===== config.mk =====
export PLATFORM = sky130hd
export DESIGN_NAME = cppd_ctrl
export DESIGN_NICKNAME = d
export VERILOG_FILES = /design/src/design/cppd_pkg.sv /design/src/design/cppd_ctrl.sv
export SDC_FILE = /design/constraint.sdc
export NUM_CORES = 1
export LEC_CHECK = 0
export ABC_CLOCK_PERIOD_IN_PS = 3100
export BUFFER_PORTS_ARGS = -buffer_cell sky130_fd_sc_hd__buf_2
export CAP_MARGIN = 20
export CORE_UTILIZATION = 25
export DETAILED_ROUTE_END_ITERATION = 6
export HOLD_SLACK_MARGIN = 0.15
export PLACE_DENSITY = 0.42
export SLEW_MARGIN = 20
export SYNTH_ARGS = -nofsm -noshare
export SYNTH_HDL_FRONTEND = slang
export SYNTH_SLANG_ARGS = --single-unit
export TNS_END_PERCENT = 1

===== constraint.sdc =====
create_clock -name clk -period 3.1 [get_ports clk]
set_clock_uncertainty 0.1 [all_clocks]
set_input_delay 0.465 -clock clk [delete_from_list [all_inputs] [get_ports clk]]
set_output_delay 0.465 -clock clk [all_outputs]
set_load 0.02 [all_outputs]

===== src/design/cppd_pkg.sv =====
// Shared types and constants for the column-and-post picture decoder.
package cppd_pkg;

	localparam int LUMP_BYTES = 65536;
	localparam int LUMP_AW    = $clog2(LUMP_BYTES);
	localparam int MAX_DIM    = 1024;
	localparam int MAX_POSTS  = 64;
	localparam int POSTS_W    = $clog2(MAX_POSTS + 1);
	localparam int PAL_AW     = 8;
	localparam int RGB_W      = 24;

	localparam logic [7:0] POST_END = 8'hFF;
	localparam logic [3:0] OFFSET_TABLE_BASE = 4'd8;

	typedef enum logic [1:0] {
		REQ_LUMP_WR = 2'd0,
		REQ_PAL_WR  = 2'd1,
		REQ_READ    = 2'd2,
		REQ_NONE    = 2'd3
	} req_t;

	typedef enum logic [1:0] {
		ST_OK       = 2'd0,
		ST_OUTSIDE  = 2'd1,
		ST_PAST_BUF = 2'd2,
		ST_POST_CAP = 2'd3
	} status_t;

	// Which lump field a read feeds into the datapath.
	typedef enum logic [3:0] {
		LD_NONE, LD_W0, LD_W1, LD_H0, LD_H1,
		LD_O0, LD_O1, LD_O2, LD_O3, LD_TOP, LD_LEN, LD_PIX
	} load_t;

	// Lump read address source.
	typedef enum logic [2:0] {
		AS_CONST, AS_OFF, AS_POS, AS_POS1, AS_PIX
	} asel_t;

	typedef struct packed {
		logic       capture;   // latch input request
		logic       lump_we;
		logic       pal_we;
		logic       lump_re;
		asel_t      asel;
		logic [1:0] const_addr;
		load_t      load;
		logic       pos_from_off;
		logic       post_adv;
		logic       post_clr;
		logic       pal_re;
		logic       res_load;   // form the result
		status_t    res_status;
	} cmd_t;

	typedef struct packed {
		req_t    req;
		logic    dims_bad;
		logic    off_past;
		logic    pos_past;
		logic    pos1_past;
		logic    is_end;
		logic    cap_hit;
		logic    len_past;
		logic    covers;
	} sts_t;

endpackage


===== src/design/cppd_ctrl.sv =====
// Controller state machine sequencing request capture, lump walk and result.
module cppd_ctrl import cppd_pkg::*; (
	input  logic clk,
	input  logic arst_n,
	input  logic in_valid,
	output logic in_stall,
	output logic out_valid,
	input  logic out_stall,
	input  sts_t sts,
	output cmd_t cmd
);
	typedef enum logic [15:0] {
		S_IDLE  = 16'h0001,
		S_DISP  = 16'h0002,
		S_DIM   = 16'h0004,
		S_DCHK  = 16'h0008,
		S_OFF   = 16'h0010,
		S_TOPRD = 16'h0020,
		S_TOP   = 16'h0040,
		S_LEN   = 16'h0080,
		S_LCHK  = 16'h0100,
		S_PIX   = 16'h0200,
		S_PAL   = 16'h0400,
		S_RES   = 16'h0800,
		S_OUT   = 16'h1000
	} state_t;

	state_t    state_q, state_d;
	logic [2:0] cnt_q, cnt_d;
	status_t   st_q, st_d;

	assign in_stall = (state_q != S_IDLE) && !(state_q == S_OUT && !out_stall);

	always_comb begin
		state_d = state_q;
		cnt_d   = cnt_q;
		st_d    = st_q;
		cmd     = '0;
		cmd.asel = AS_CONST;
		cmd.load = LD_NONE;
		cmd.res_status = st_q;
		out_valid = 1'b0;
		unique case (state_q)
			S_IDLE: begin
				if (in_valid) begin
					cmd.capture = 1'b1;
					state_d = S_DISP;
				end
			end
			S_DISP: begin
				st_d = ST_OK;
				cmd.post_clr = 1'b1;
				cnt_d = 3'd0;
				unique case (sts.req)
					REQ_LUMP_WR: begin cmd.lump_we = 1'b1; state_d = S_RES; end
					REQ_PAL_WR:  begin cmd.pal_we = 1'b1; state_d = S_RES; end
					REQ_READ:    begin
						cmd.lump_re = 1'b1; cmd.const_addr = 2'd0; state_d = S_DIM;
					end
					default:     state_d = S_RES;
				endcase
			end
			// read bytes 0..3 (read of n issued, data of n-1 loaded)
			S_DIM: begin
				cmd.load = load_t'(LD_W0 + cnt_q);
				if (cnt_q != 3'd3) begin
					cmd.lump_re = 1'b1;
					cmd.const_addr = 2'(cnt_q + 3'd1);
					cnt_d = cnt_q + 3'd1;
				end else begin
					state_d = S_DCHK;
				end
			end
			S_DCHK: begin
				cnt_d = 3'd0;
				if (sts.dims_bad) begin
					st_d = ST_OUTSIDE; state_d = S_RES;
				end else if (sts.off_past) begin
					st_d = ST_PAST_BUF; state_d = S_RES;
				end else begin
					cmd.lump_re = 1'b1; cmd.asel = AS_OFF; cmd.const_addr = 2'd0;
					state_d = S_OFF;
				end
			end
			S_OFF: begin
				cmd.load = load_t'(LD_O0 + cnt_q);
				if (cnt_q != 3'd3) begin
					cmd.lump_re = 1'b1; cmd.asel = AS_OFF;
					cmd.const_addr = 2'(cnt_q + 3'd1);
					cnt_d = cnt_q + 3'd1;
				end else begin
					state_d = S_TOPRD;
				end
			end
			S_TOPRD: begin
				if (sts.pos_past) begin
					st_d = ST_PAST_BUF; state_d = S_RES;
				end else begin
					cmd.lump_re = 1'b1; cmd.asel = AS_POS; state_d = S_TOP;
				end
			end
			S_TOP: begin
				if (sts.is_end) begin
					state_d = S_PAL;
				end else if (sts.cap_hit) begin
					st_d = ST_POST_CAP; state_d = S_RES;
				end else if (sts.pos1_past) begin
					cmd.load = LD_TOP; st_d = ST_PAST_BUF; state_d = S_RES;
				end else begin
					cmd.load = LD_TOP; cmd.lump_re = 1'b1; cmd.asel = AS_POS1;
					state_d = S_LEN;
				end
			end
			S_LEN: begin
				cmd.load = LD_LEN; state_d = S_LCHK;
			end
			S_LCHK: begin
				if (sts.len_past) begin
					st_d = ST_PAST_BUF; state_d = S_RES;
				end else if (sts.covers) begin
					cmd.lump_re = 1'b1; cmd.asel = AS_PIX; state_d = S_PIX;
				end else begin
					cmd.post_adv = 1'b1; state_d = S_TOPRD;
				end
			end
			S_PIX: begin
				cmd.load = LD_PIX; cmd.post_adv = 1'b1; state_d = S_TOPRD;
			end
			S_PAL: begin
				cmd.pal_re = 1'b1; state_d = S_RES;
			end
			S_RES: begin
				cmd.res_load = 1'b1; state_d = S_OUT;
			end
			S_OUT: begin
				out_valid = 1'b1;
				if (!out_stall) begin
					if (in_valid) begin
						cmd.capture = 1'b1; state_d = S_DISP;
					end else begin
						state_d = S_IDLE;
					end
				end
			end
			default: state_d = S_IDLE;
		endcase
	end

	always_ff @(posedge clk or negedge arst_n) begin
		if (!arst_n) begin
			state_q <= S_IDLE;
			cnt_q   <= '0;
			st_q    <= ST_OK;
		end else begin
			state_q <= state_d;
			cnt_q   <= cnt_d;
			st_q    <= st_d;
		end
	end
endmodule


Word-level counts from Yosys, hierarchy flattened

Index checks and enable logic that the tools add are counted.
W data, S select, Z words.

Bits of input ports: 14
Output and inout bits: 22
Bits in registers: 21

Reductions and logical operators: 12
Add/sub/neg operators: 3
Eq/ne operators: 27
Muxes and demuxes: 56

Operators with widths:

| cell                   | number |
|---|---|
| $pmux W16 S13          | 1 |
| $mux W16               | 8 |
| $mux W12               | 4 |
| $mux W4                | 8 |
| $mux W2                | 10 |
| $pmux W4 S5            | 1 |
| $mux W6                | 3 |
| $eq A16 B1 Y1 const B  | 1 |
| $eq A16 B10 Y1 const B | 1 |
| $eq A16 B11 Y1 const B | 1 |
| $eq A16 B12 Y1 const B | 1 |
| $eq A16 B13 Y1 const B | 1 |
| $eq A16 B2 Y1 const B  | 1 |
| $eq A16 B3 Y1 const B  | 1 |
| $eq A16 B4 Y1 const B  | 1 |
| $eq A16 B5 Y1 const B  | 1 |
| $eq A16 B6 Y1 const B  | 1 |
| $eq A16 B7 Y1 const B  | 1 |
| $eq A16 B8 Y1 const B  | 1 |
| $eq A16 B9 Y1 const B  | 1 |
| $ne A16 B1 Y1 const B  | 1 |
| $pmux W3 S5            | 1 |
| $ne A2 B2 Y1 const B   | 7 |
| $mux W1                | 12 |
| 24 further kinds       | 29 |

Longest topological paths before layout

Gate-level depths: netlist of run 1.

Word-level depth: 4
Gate-level depth with buffers: 9

Worst setup path after synthesis of run 1

OpenSTA, ideal clock, no wires.

Path kind: reg2out
Start: register state_q[4]
End: output cmd[19] in the netlist's numbering
Slack: 113 ps
Data required time: 2,535 ps
Path buffers: 2
Cell stages (with the launch flop): 7
Data arrival time: 2,422 ps
Cell sequence: dfrtp_1 -> clkbuf_2 -> or4_1 -> buf_2 -> nor4_2 -> a21boi_1 -> nor2b_1

RTL lines:

| what                   | line             | text |
|---|---|---|
| start, declared        | cppd_ctrl.sv:28  | `state_t state_q, state_d;` |
| start signal, assigned | cppd_ctrl.sv:155 | `state_q <= state_d;` |
| end, declared          | cppd_ctrl.sv:10  | `output cmd_t cmd` |

==> results.py, run 1 <==
metrics = {
    "finish": {
        "flow.area_growth_from_synthesis_pct": 26.8,
        "n_fill_cell": 595,
        "post-route-util_pct": 33.9,
        "final_area_mm2": 0.00178,
        "final_net_count": 227,
        "n_antenna_cell": 0,
        "post_route_cells_drive_above_1_share_pct": 34.9,
    },
    "yosys": {
        "syn-mean-instance-area_um2": 8.48,
        "largest_family_of_logic_cells_by_synthesized_area": "simple AND/OR/NAND/NOR gates",
        "yosys.area.top_type_share_pct": 30.2,
        "synth_edf_count": 0,
        "postSynth.topFlopCell": "sky130_fd_sc_hd__dfrtp_1",
        "synth_largest_area_cell": "sky130_fd_sc_hd__dfrtp_1",
        "ys_seq_elements": 18,
        "yosysSeqAreaShare_pct": 32.1,
        "syn_area_mm2": 0.00141,
        "synth-compound-area-share_pct": 14.6,
        "post_synth_and_or_nand_nor_area_fraction_pct": 38.8,
        "netlist_top_cells_count": "sky130_fd_sc_hd__dfrtp_1 (17), sky130_fd_sc_hd__nor2_1 (17), sky130_fd_sc_hd__nand2_1 (13)",
        "post_synth_main_area_contributors": "sky130_fd_sc_hd__dfrtp_1 (30%), sky130_fd_sc_hd__nor2_1 (4.5%), sky130_fd_sc_hd__nor3_1 (4.3%)",
        "postSynthCellCount": 166,
        "synth_area_in_adders_pct": 2.67,
        "synth_warnings": 0,
        "muxShareOfSynthArea_pct": 2.31,
        "mappedNetlistNets": 183,
        "asyncSetResetFlopFracSynth_pct": 100,
        "synthDistinctLibCells": 55,
        "synth-xor-area-share_pct": 3.11,
    },
    "detailed_routing": {
        "ant_nets": 0,
        "drt_iter0_drc": 81,
        "detailroute.via_count": 1447,
        "detail_route.vias_per_cell": 5.19,
        "post_drt_wl_per_cell_um": 16.0,
        "postRouteWirelength_mm": 4.45,
        "dr.pass1.iters": 4,
        "drc_errors": 0,
    },
    "sta": {
        "report.final.setup_viol": 0,
        "number_of_hold_slack_violations_in_the_final_timing_report": 0,
        "max_slew_margin_pct": 58.2,
        "final_period_minus_worst_setup_slack_ps": 3040,
        "max_freq_mhz": 329,
        "postLayoutSetupSlackWorst_ps": 62.9,
        "timing_worst_slew_pin_value_ps": 619,
        "grt_setup_unrepaired": "yes",
        "fin_max_slew_vios": 0,
        "finalCritPeriodShare_pct": 98.0,
    },
    "setup_path": {
        "timing.critical_path.from_type": "flop",
        "crit_path_cell_trace": "or4_4 -> nor3_4 -> nand3_2 -> inv_1 -> ha_1 -> a31oi_1 -> o211ai_1 -> buf_2",
        "r2r_setup_slack_ps": 570,
        "slowest_cell_on_crit_path": "sky130_fd_sc_hd__or4_4",
        "crit_path_end_kind": "primary output",
        "crit_required_ps": 2530,
        "path_max_fanout": 7,
        "critical_path_arrival_ps": 2470,
        "max_stage_delay_ps": 600,
        "path_class": "reg2out",
    },
    "placed_design": {
        "place.detailed.hpwl_mm": 3.49,
        "postPlaceCellArea_mm2": 0.00167,
        "place.gp.congestion": 0.879,
        "post-place-ws_ps": 187,
        "buffer_ports.inserted": 34,
    },
    "floorplanning": {
        "design.portCount": 36,
        "dieHeight_um": 77.0,
        "placeableCoreArea_mm2": 0.00527,
        "design.die.area_mm2": 0.00593,
        "floorplan.die.width_um": 77.0,
        "row_count": 26,
        "floorplan.initialDensity_pct": 26.7,
    },
    "cts": {
        "clock_sinks": 18,
        "path_clk_slew_ps": 80,
        "cts_made_buffers": 3,
        "cts_htree_levels": 1,
        "clock_tree_root_driver_cell": "sky130_fd_sc_hd__clkbuf_8",
        "clock_tree.buffer_depth": 2,
        "cts_tree": "done",
        "worstSkewPairLatency_ps": 250,
    },
    "global_routing": {
        "grt_first_pass_wirelength_mm": 7.22,
        "vias_in_the_first_global_route": 1455,
        "gr-total-overflow": 0,
        "grt_use_total_pct": 15.3,
        "grt_start_max_net_pins": 19,
        "grt_antenna_before_repair": 0,
    },
    "worst_hold_path": {
        "hold_path.class": "in2reg",
    },
    "power": {
        "ir_worst_vdd_v": 0.000191,
        "power_density_mw_per_mm2": 544,
        "total_leakage_power_nw": 0.869,
    },
    "run_status": {
        "outcome": "completed",
    },
    "flow_run": {
        "maxCapViolCount": 0,
    },
}
## layout make-up
cell class | count | area, um^2 | share of cell area [%]
Clock buffer | 4 | 45.0 | 2.52
Tap cell | 70 | 87.6 | 4.91
Multi-Input combinational cell | 131 | 892 | 50.0
Timing Repair Buffer | 47 | 270 | 15.1
Inverter | 9 | 33.8 | 1.89
Sequential cell | 18 | 455 | 25.5
## placed cells by master (no fill, tap or decap), drive strengths merged, types with 4 or more instances in the layout
cell and n:
dfrtp 17, nand3 7, nor3 13, buf 46, clkbuf 4, o21ai 9
or4 4, inv 9, nor2 17, nor4 10, nand2b 5, nor2b 4
or4b 6, nand2 13
## final timing paths
| check | from | endpoint | depth (start not counted) |
|---|---|---|---|
| min in group asynchronous | arst_n | cnt_q[0] | 2 |
| worst max register to register | state_q[11] | st_q[1] | 6 |
| max in group asynchronous | arst_n | state_q[0] | 2 |
| worst max-delay path | state_q[11] | cmd[10] | 8 |
| worst min-delay path | in_valid | state_q[1] | 2 |
| worst min register to register | st_q[0] | st_q[0] | 1 |
## sequential cells by signal (all words and copies together), names as in the netlist
name	flops
cnt_q	3
state_q	13
st_q	2
## layer usage
layer	GRT usage [%]	vias to the layer above	share of wire [%]
met2	25.3	41	49
met5	0	-	0
met3	2.74	8	4.7
li1	-	697	-
met4	5.09	0	2.0
met1	19.9	701	44
## per-stage QoR
stage          total power [mW]  TNS (ps)  hold WS [ps]  instances
3_5_place_dp              0.743         0           338        270
5_1_grt                    1.04     -44.9           387        279
6_report                  0.970         0           371        279
3_3_place_gp              0.740         0           330        270
4_1_cts                   0.943         0           372        277
2_1_floorplan             0.599         0          69.4        166
## repair_timing
| item | CTS | global route |
|---|---|---|
| pin swaps | 2 | 1 |
| setup endpoints to repair | 2 | 6 |
| hold endpoints to repair | 17 | 0 |
| hold buffers | 1 | 0 |
| buffers inserted | 2 | 2 |
| gates resized for setup | 1 | 7 |
| gates cloned | 0 | 0 |
## cells by family (layout without fill, tap and decap cells)
| kind of cell | Yosys count | in the layout |
|---|---|---|
| mux | 3 | 3 |
| compound gates | 28 | 28 |
| buf+inv | 17 | 60 |
| fa+ha+maj | 3 | 3 |
| flops | 18 | 18 |
| simple gates | 91 | 91 |
| other cells | 1 | 1 |
| xor+xnor | 5 | 5 |
## power breakdown
group	switching [mW]	internal (mW)	total, mW
sequential	0.0468	0.264	0.310
combinational	0.277	0.207	0.484
clock	0.0848	0.0913	0.176
## worst max-delay path: cells and delay by family (launching register included)
family / cells / cell delay [ps]
adders and majority gates: 1 / 240
and+or+nand+nor: 3 / 980
AOI/OAI and AO/OA: 2 / 260
DFF: 1 / 450
buffers and inverters: 2 / 270
No activity file was read; power rests on OpenSTA's default activity.
==> run 2, diff against run 1 <==
--- a/config.mk
+++ b/config.mk
@@ -12,6 +12,7 @@
 export DETAILED_ROUTE_END_ITERATION = 6
 export HOLD_SLACK_MARGIN = 0.15
 export PLACE_DENSITY = 0.42
+export SETUP_SLACK_MARGIN = 0.1
 export SLEW_MARGIN = 20
 export SYNTH_ARGS = -nofsm -noshare
 export SYNTH_HDL_FRONTEND = slang
==> results.py, run 2 (same netlist as run 1, synthesis figures left out) <==
metrics = {
    "run_status": {
        "outcome": "completed",
    },
    "cts": {
        "clock_tree.buffer_depth": 2,
        "cts_tree": "done",
        "path_clk_slew_ps": 80,
        "cts_htree_levels": 1,
        "worstSkewPairLatency_ps": 260,
        "clock_tree_root_driver_cell": "sky130_fd_sc_hd__clkbuf_8",
        "cts_made_buffers": 3,
        "clock_sinks": 18,
    },
    "setup_path": {
        "reg2reg_to": "st_q[1]",
        "worstRegToRegCells": 6,
        "crit_path_end_kind": "primary output",
        "critical_path_arrival_ps": 2410,
        "setup.worst_path.start": "state_q[9]",
        "r2r_setup_slack_ps": 620,
        "path_max_fanout": 5,
        "path_class": "reg2out",
        "worst_r2r_startpoint": "state_q[9]",
        "timing.critical_path.to": "cmd[10]",
        "timing.critical_path.from_type": "flop",
        "crit_required_ps": 2530,
    },
    "finish": {
        "final_net_count": 232,
        "flow.area_growth_from_synthesis_pct": 32.2,
        "total_area_of_multi_input_combinational_cells_um2": 925,
        "finish.cell_count_without_fillers": 284,
        "sequential_cell_area_um2": 459,
        "post_route_cells_drive_above_1_share_pct": 39.7,
        "n_antenna_cell": 0,
        "final_area_mm2": 0.00186,
        "largest_registers": "state_q: 13 flops, cnt_q: 3 flops, st_q: 2 flops",
        "n_fill_cell": 582,
        "layout_commonest_cell": "sky130_fd_sc_hd__buf_2",
        "max_flop_register": "state_q",
        "number_of_flip_flops_in_the_largest_register": 13,
        "most_used_cells_in_the_layout_excluding_fill_and_tap_cells": "sky130_fd_sc_hd__buf_2 (33), sky130_fd_sc_hd__buf_4 (18), sky130_fd_sc_hd__nor2_1 (16), sky130_fd_sc_hd__nand2_1 (13)",
        "post-route-util_pct": 35.3,
    },
    "sta": {
        "timing.hold.ws_ps": 371,
        "setup-tns-final_ps": 0,
        "postLayoutSetupSlackWorst_ps": 124,
        "fin_max_slew_vios": 0,
        "timing_worst_slew_pin_value_ps": 630,
        "final_period_minus_worst_setup_slack_ps": 2980,
        "number_of_hold_slack_violations_in_the_final_timing_report": 0,
        "finalCritPeriodShare_pct": 96.0,
        "max_slew_margin_pct": 58.0,
        "grt_setup_unrepaired": "yes",
        "report.final.setup_viol": 0,
        "max_freq_mhz": 336,
    },
    "floorplanning": {
        "design.portCount": 36,
        "floorplan.initialDensity_pct": 26.7,
        "placeableCoreArea_mm2": 0.00527,
        "row_count": 26,
        "design.die.area_mm2": 0.00593,
        "floorplan.die.width_um": 77.0,
        "dieHeight_um": 77.0,
    },
    "global_routing": {
        "gr-total-overflow": 0,
        "grt_start_max_net_pins": 19,
        "grt_use_total_pct": 15.4,
        "grt_first_pass_wirelength_mm": 7.27,
        "vias_in_the_first_global_route": 1464,
        "grt_antenna_before_repair": 0,
    },
    "detailed_routing": {
        "ant_nets": 0,
        "dr.pass1.iters": 4,
        "post_drt_wl_per_cell_um": 16.0,
        "postRouteWirelength_mm": 4.55,
        "drt_iter0_drc": 58,
        "detail_route.vias_per_cell": 5.20,
        "detailroute.via_count": 1477,
        "drc_errors": 0,
    },
    "placed_design": {
        "post-place-ws_ps": 187,
        "placed_cells_incl_taps": 270,
        "place.gp.congestion": 0.879,
        "place.detailed.hpwl_mm": 3.49,
        "postPlaceCellArea_mm2": 0.00167,
        "buffer_ports.inserted": 34,
    },
    "power": {
        "netSwitchingFraction_pct": 41.8,
        "relative_contribution_of_the_clock_network_to_total_power_pct": 17.9,
        "ir_worst_vdd_v": 0.000190,
        "power_density_mw_per_mm2": 534,
        "power_frac_comb_pct": 51.2,
        "netSwitchingPower_mw": 0.415,
        "power_mw": 0.993,
        "total_leakage_power_nw": 0.890,
        "internal_power_mw": 0.577,
        "sequentialPowerShare_pct": 30.9,
    },
    "flow_run": {
        "maxCapViolCount": 0,
    },
    "worst_hold_path": {
        "hold_path.class": "in2reg",
        "holdPathStages": 2,
    },
}
-- run 2: area by class of cell --
class / instances / area share [%]
Clock buffer: 4 / 2.42
Inverter: 9 / 1.82
Multi-Input combinational cell: 131 / 49.7
Sequential cell: 18 / 24.7
Tap cell: 70 / 4.71
Timing Repair Buffer: 52 / 16.7
-- run 2: routing by layer --
metal	vias to the layer above	share of wire [%]	global-route usage, %
met5	-	0	0
met4	0	2.0	5.09
met3	8	4.7	2.98
met2	39	49	25.5
met1	722	44	19.9
li1	708	-	-
-- run 2: how the worst min path moves through the flow --
stage	start	endpoint	slack (ps)
5_1_grt	sts[0]	state_q[9]	390
2_1_floorplan	arst_n	cnt_q[0]	70
3_3_place_gp	arst_n	cnt_q[0]	330
4_1_cts	sts[0]	state_q[9]	370
3_5_place_dp	arst_n	cnt_q[2]	340
6_report	in_valid	state_q[1]	370
-- run 2: what timing repair did --
| action | in CTS | in global routing |
|---|---|---|
| endpoints found under the setup margin | 5 | 13 |
| gates resized for setup | 3 | 15 |
| gates cloned | 0 | 0 |
| buffers inserted | 3 | 6 |
| hold buffers | 1 | 0 |
| pin swaps | 2 | 5 |
| hold endpoints to repair | 17 | 0 |
-- run 2: power groups by stage --
stage / Combinational, mW / Clock, mW / Sequential [mW]
2_1_floorplan: 0.307 / 0 / 0.292
3_3_place_gp: 0.431 / 0 / 0.309
3_5_place_dp: 0.433 / 0 / 0.310
4_1_cts: 0.469 / 0.181 / 0.309
5_1_grt: 0.555 / 0.195 / 0.313
6_report: 0.508 / 0.178 / 0.307
-- run 2: critical path, cell delays in order, from the launching register on --
cell                       delay, ps
sky130_fd_sc_hd__dfrtp_2         440
sky130_fd_sc_hd__or4_4           600
sky130_fd_sc_hd__nor3_4          230
sky130_fd_sc_hd__nand3_2         130
sky130_fd_sc_hd__inv_2            90
sky130_fd_sc_hd__ha_4            190
sky130_fd_sc_hd__a31oi_1         150
sky130_fd_sc_hd__o211ai_1        130
sky130_fd_sc_hd__buf_4           190
==> run 3, diff against run 2 <==
--- a/config.mk
+++ b/config.mk
@@ -9,6 +9,7 @@
 export BUFFER_PORTS_ARGS = -buffer_cell sky130_fd_sc_hd__buf_2
 export CAP_MARGIN = 20
 export CORE_UTILIZATION = 25
+export CTS_BUF_LIST = sky130_fd_sc_hd__clkbuf_4 sky130_fd_sc_hd__clkbuf_8
 export DETAILED_ROUTE_END_ITERATION = 6
 export HOLD_SLACK_MARGIN = 0.15
 export PLACE_DENSITY = 0.42
==> results.py, run 3 (same netlist as run 1, synthesis figures left out) <==
metrics = {
    "detailed_routing": {
        "detailroute.via_count": 1468,
        "post_drt_wl_per_cell_um": 15.9,
        "dr.pass1.iters": 4,
        "drt_iter0_drc": 79,
        "dr_wl_met3_um": 224,
        "drc_errors": 0,
        "postRouteWirelength_mm": 4.49,
        "wl_met2_mm": 2.22,
        "routed.top_layer": "met4",
        "detail_route.vias_per_cell": 5.21,
        "ant_nets": 0,
        "detail_route.wirelength.met1_mm": 1.97,
    },
    "setup_path": {
        "max_stage_delay_ps": 600,
        "crit_required_ps": 2530,
        "setup.worst_path.start": "state_q[9]",
        "path_max_fanout": 6,
        "r2r_setup_slack_ps": 630,
        "timing.critical_path.from_type": "flop",
        "critical-path-top-delay-family": "simple AND/OR/NAND/NOR gates",
        "crit_path_end_kind": "primary output",
        "slowest_cell_on_crit_path": "sky130_fd_sc_hd__or4_4",
        "reg2reg_to": "st_q[1]",
        "worstRegToRegCells": 6,
        "total_buffers_and_inverters_traversed_by_the_critical_path": 2,
        "crit_path_cell_trace": "or4_4 -> nor3_4 -> nand3_2 -> inv_2 -> ha_4 -> a31oi_1 -> o211ai_1 -> buf_4",
        "critical_path_arrival_ps": 2440,
        "worst_r2r_startpoint": "state_q[9]",
        "path_class": "reg2out",
    },
    "floorplanning": {
        "design.die.area_mm2": 0.00593,
        "floorplan.die.width_um": 77.0,
        "design.portCount": 36,
        "row_count": 26,
        "placeableCoreArea_mm2": 0.00527,
        "dieHeight_um": 77.0,
        "floorplan.initialDensity_pct": 26.7,
    },
    "placed_design": {
        "postPlaceCellArea_mm2": 0.00167,
        "place.detailed.hpwl_mm": 3.49,
        "post-place-ws_ps": 187,
        "placed_cells_incl_taps": 270,
        "buffer_ports.inserted": 34,
        "place.gp.congestion": 0.879,
    },
    "global_routing": {
        "grt_start_max_net_pins": 19,
        "grt_antenna_before_repair": 0,
        "grt_first_pass_wirelength_mm": 7.24,
        "gr-total-overflow": 0,
        "vias_in_the_first_global_route": 1470,
        "grt_use_total_pct": 15.3,
    },
    "finish": {
        "n_fill_cell": 585,
        "n_antenna_cell": 0,
        "post_route_cells_drive_above_1_share_pct": 38.2,
        "finish.cell_count_without_fillers": 282,
        "flow.area_growth_from_synthesis_pct": 30.8,
        "number_of_flip_flops_in_the_largest_register": 13,
        "max_flop_register": "state_q",
        "sequential_cell_area_um2": 457,
        "total_area_of_multi_input_combinational_cells_um2": 920,
        "largest_registers": "state_q: 13 flops, cnt_q: 3 flops, st_q: 2 flops",
        "final_net_count": 230,
        "most_used_cells_in_the_layout_excluding_fill_and_tap_cells": "sky130_fd_sc_hd__buf_2 (33), sky130_fd_sc_hd__nor2_1 (16), sky130_fd_sc_hd__buf_4 (16), sky130_fd_sc_hd__nand2_1 (13), sky130_fd_sc_hd__dfrtp_1 (13)",
        "final_area_mm2": 0.00184,
        "layout_commonest_cell": "sky130_fd_sc_hd__buf_2",
    },
    "sta": {
        "number_of_hold_slack_violations_in_the_final_timing_report": 0,
        "grt_setup_unrepaired": "yes",
        "max_freq_mhz": 333,
        "max_slew_margin_pct": 58.0,
        "finalCritPeriodShare_pct": 97.0,
        "timing_worst_slew_pin_value_ps": 630,
        "final_period_minus_worst_setup_slack_ps": 3010,
        "fin_max_slew_vios": 0,
        "postLayoutSetupSlackWorst_ps": 93.3,
        "report.final.setup_viol": 0,
        "setup-tns-final_ps": 0,
    },
    "worst_hold_path": {
        "hold_path.class": "in2reg",
        "min_to": "state_q[1]",
        "holdPathStages": 2,
        "timing.hold.worst.start": "in_valid",
    },
    "cts": {
        "worstSkewPairLatency_ps": 250,
        "path_clk_slew_ps": 80,
        "clock_tree_root_driver_cell": "sky130_fd_sc_hd__clkbuf_8",
        "cts_tree": "done",
        "cts_htree_levels": 1,
        "clock_sinks": 18,
        "clock_tree.buffer_depth": 2,
        "cts_made_buffers": 3,
    },
    "flow_run": {
        "maxCapViolCount": 0,
    },
    "power": {
        "total_leakage_power_nw": 0.883,
        "ir_worst_vdd_v": 0.000206,
        "power_density_mw_per_mm2": 537,
        "power_mw": 0.989,
    },
    "run_status": {
        "outcome": "completed",
    },
}
run 3: cell count changes in the layout (fill, tap and decap cells not counted), sizes merged:
cell	change
buf	-2
run 3: cell type report:
class / count / area share, %
clock buffers: 4 / 2.65
inverters: 9 / 1.83
multi-input cells: 131 / 49.9
flip-flops and latches: 18 / 24.8
well taps: 70 / 4.76
repair buffers: 50 / 16.0
run 3: worst max-delay path by stage:
stage,to,slack (ps),depth (start not counted)
6_report,cmd[10],90,8
5_1_grt,cmd[10],20,8
2_1_floorplan,cmd[19],110,6
3_5_place_dp,cmd[10],190,8
3_3_place_gp,cmd[10],250,8
4_1_cts,cmd[10],100,8
run 3: where the power goes:
part | internal, mW | leakage [nW] | switching [mW]
logic | 0.215 | 0.616 | 0.280
clock network | 0.100 | 0.0262 | 0.0848
registers | 0.264 | 0.240 | 0.0457
run 3: through the flow:
stage	util (%)	hold WS (ps)
3_3_place_gp	31.7	330
4_1_cts	33.5	371
5_1_grt	34.9	384
2_1_floorplan	-	69.4
3_5_place_dp	31.7	338
6_report	34.9	372
run 3: timing repair:
| item | CTS | global route |
|---|---|---|
| endpoints found under the setup margin | 5 | 13 |
| endpoints found under the hold margin | 17 | 0 |
| pin swaps | 2 | 5 |
| hold buffers | 1 | 0 |
| resized for setup | 3 | 11 |
| setup buffers | 3 | 4 |
run 3: per-layer routing:
layer	vias to the layer above	track usage, %
met5	-	0
met4	0	5.28
met3	6	3.33
met2	49	25.4
met1	709	19.5
li1	704	-
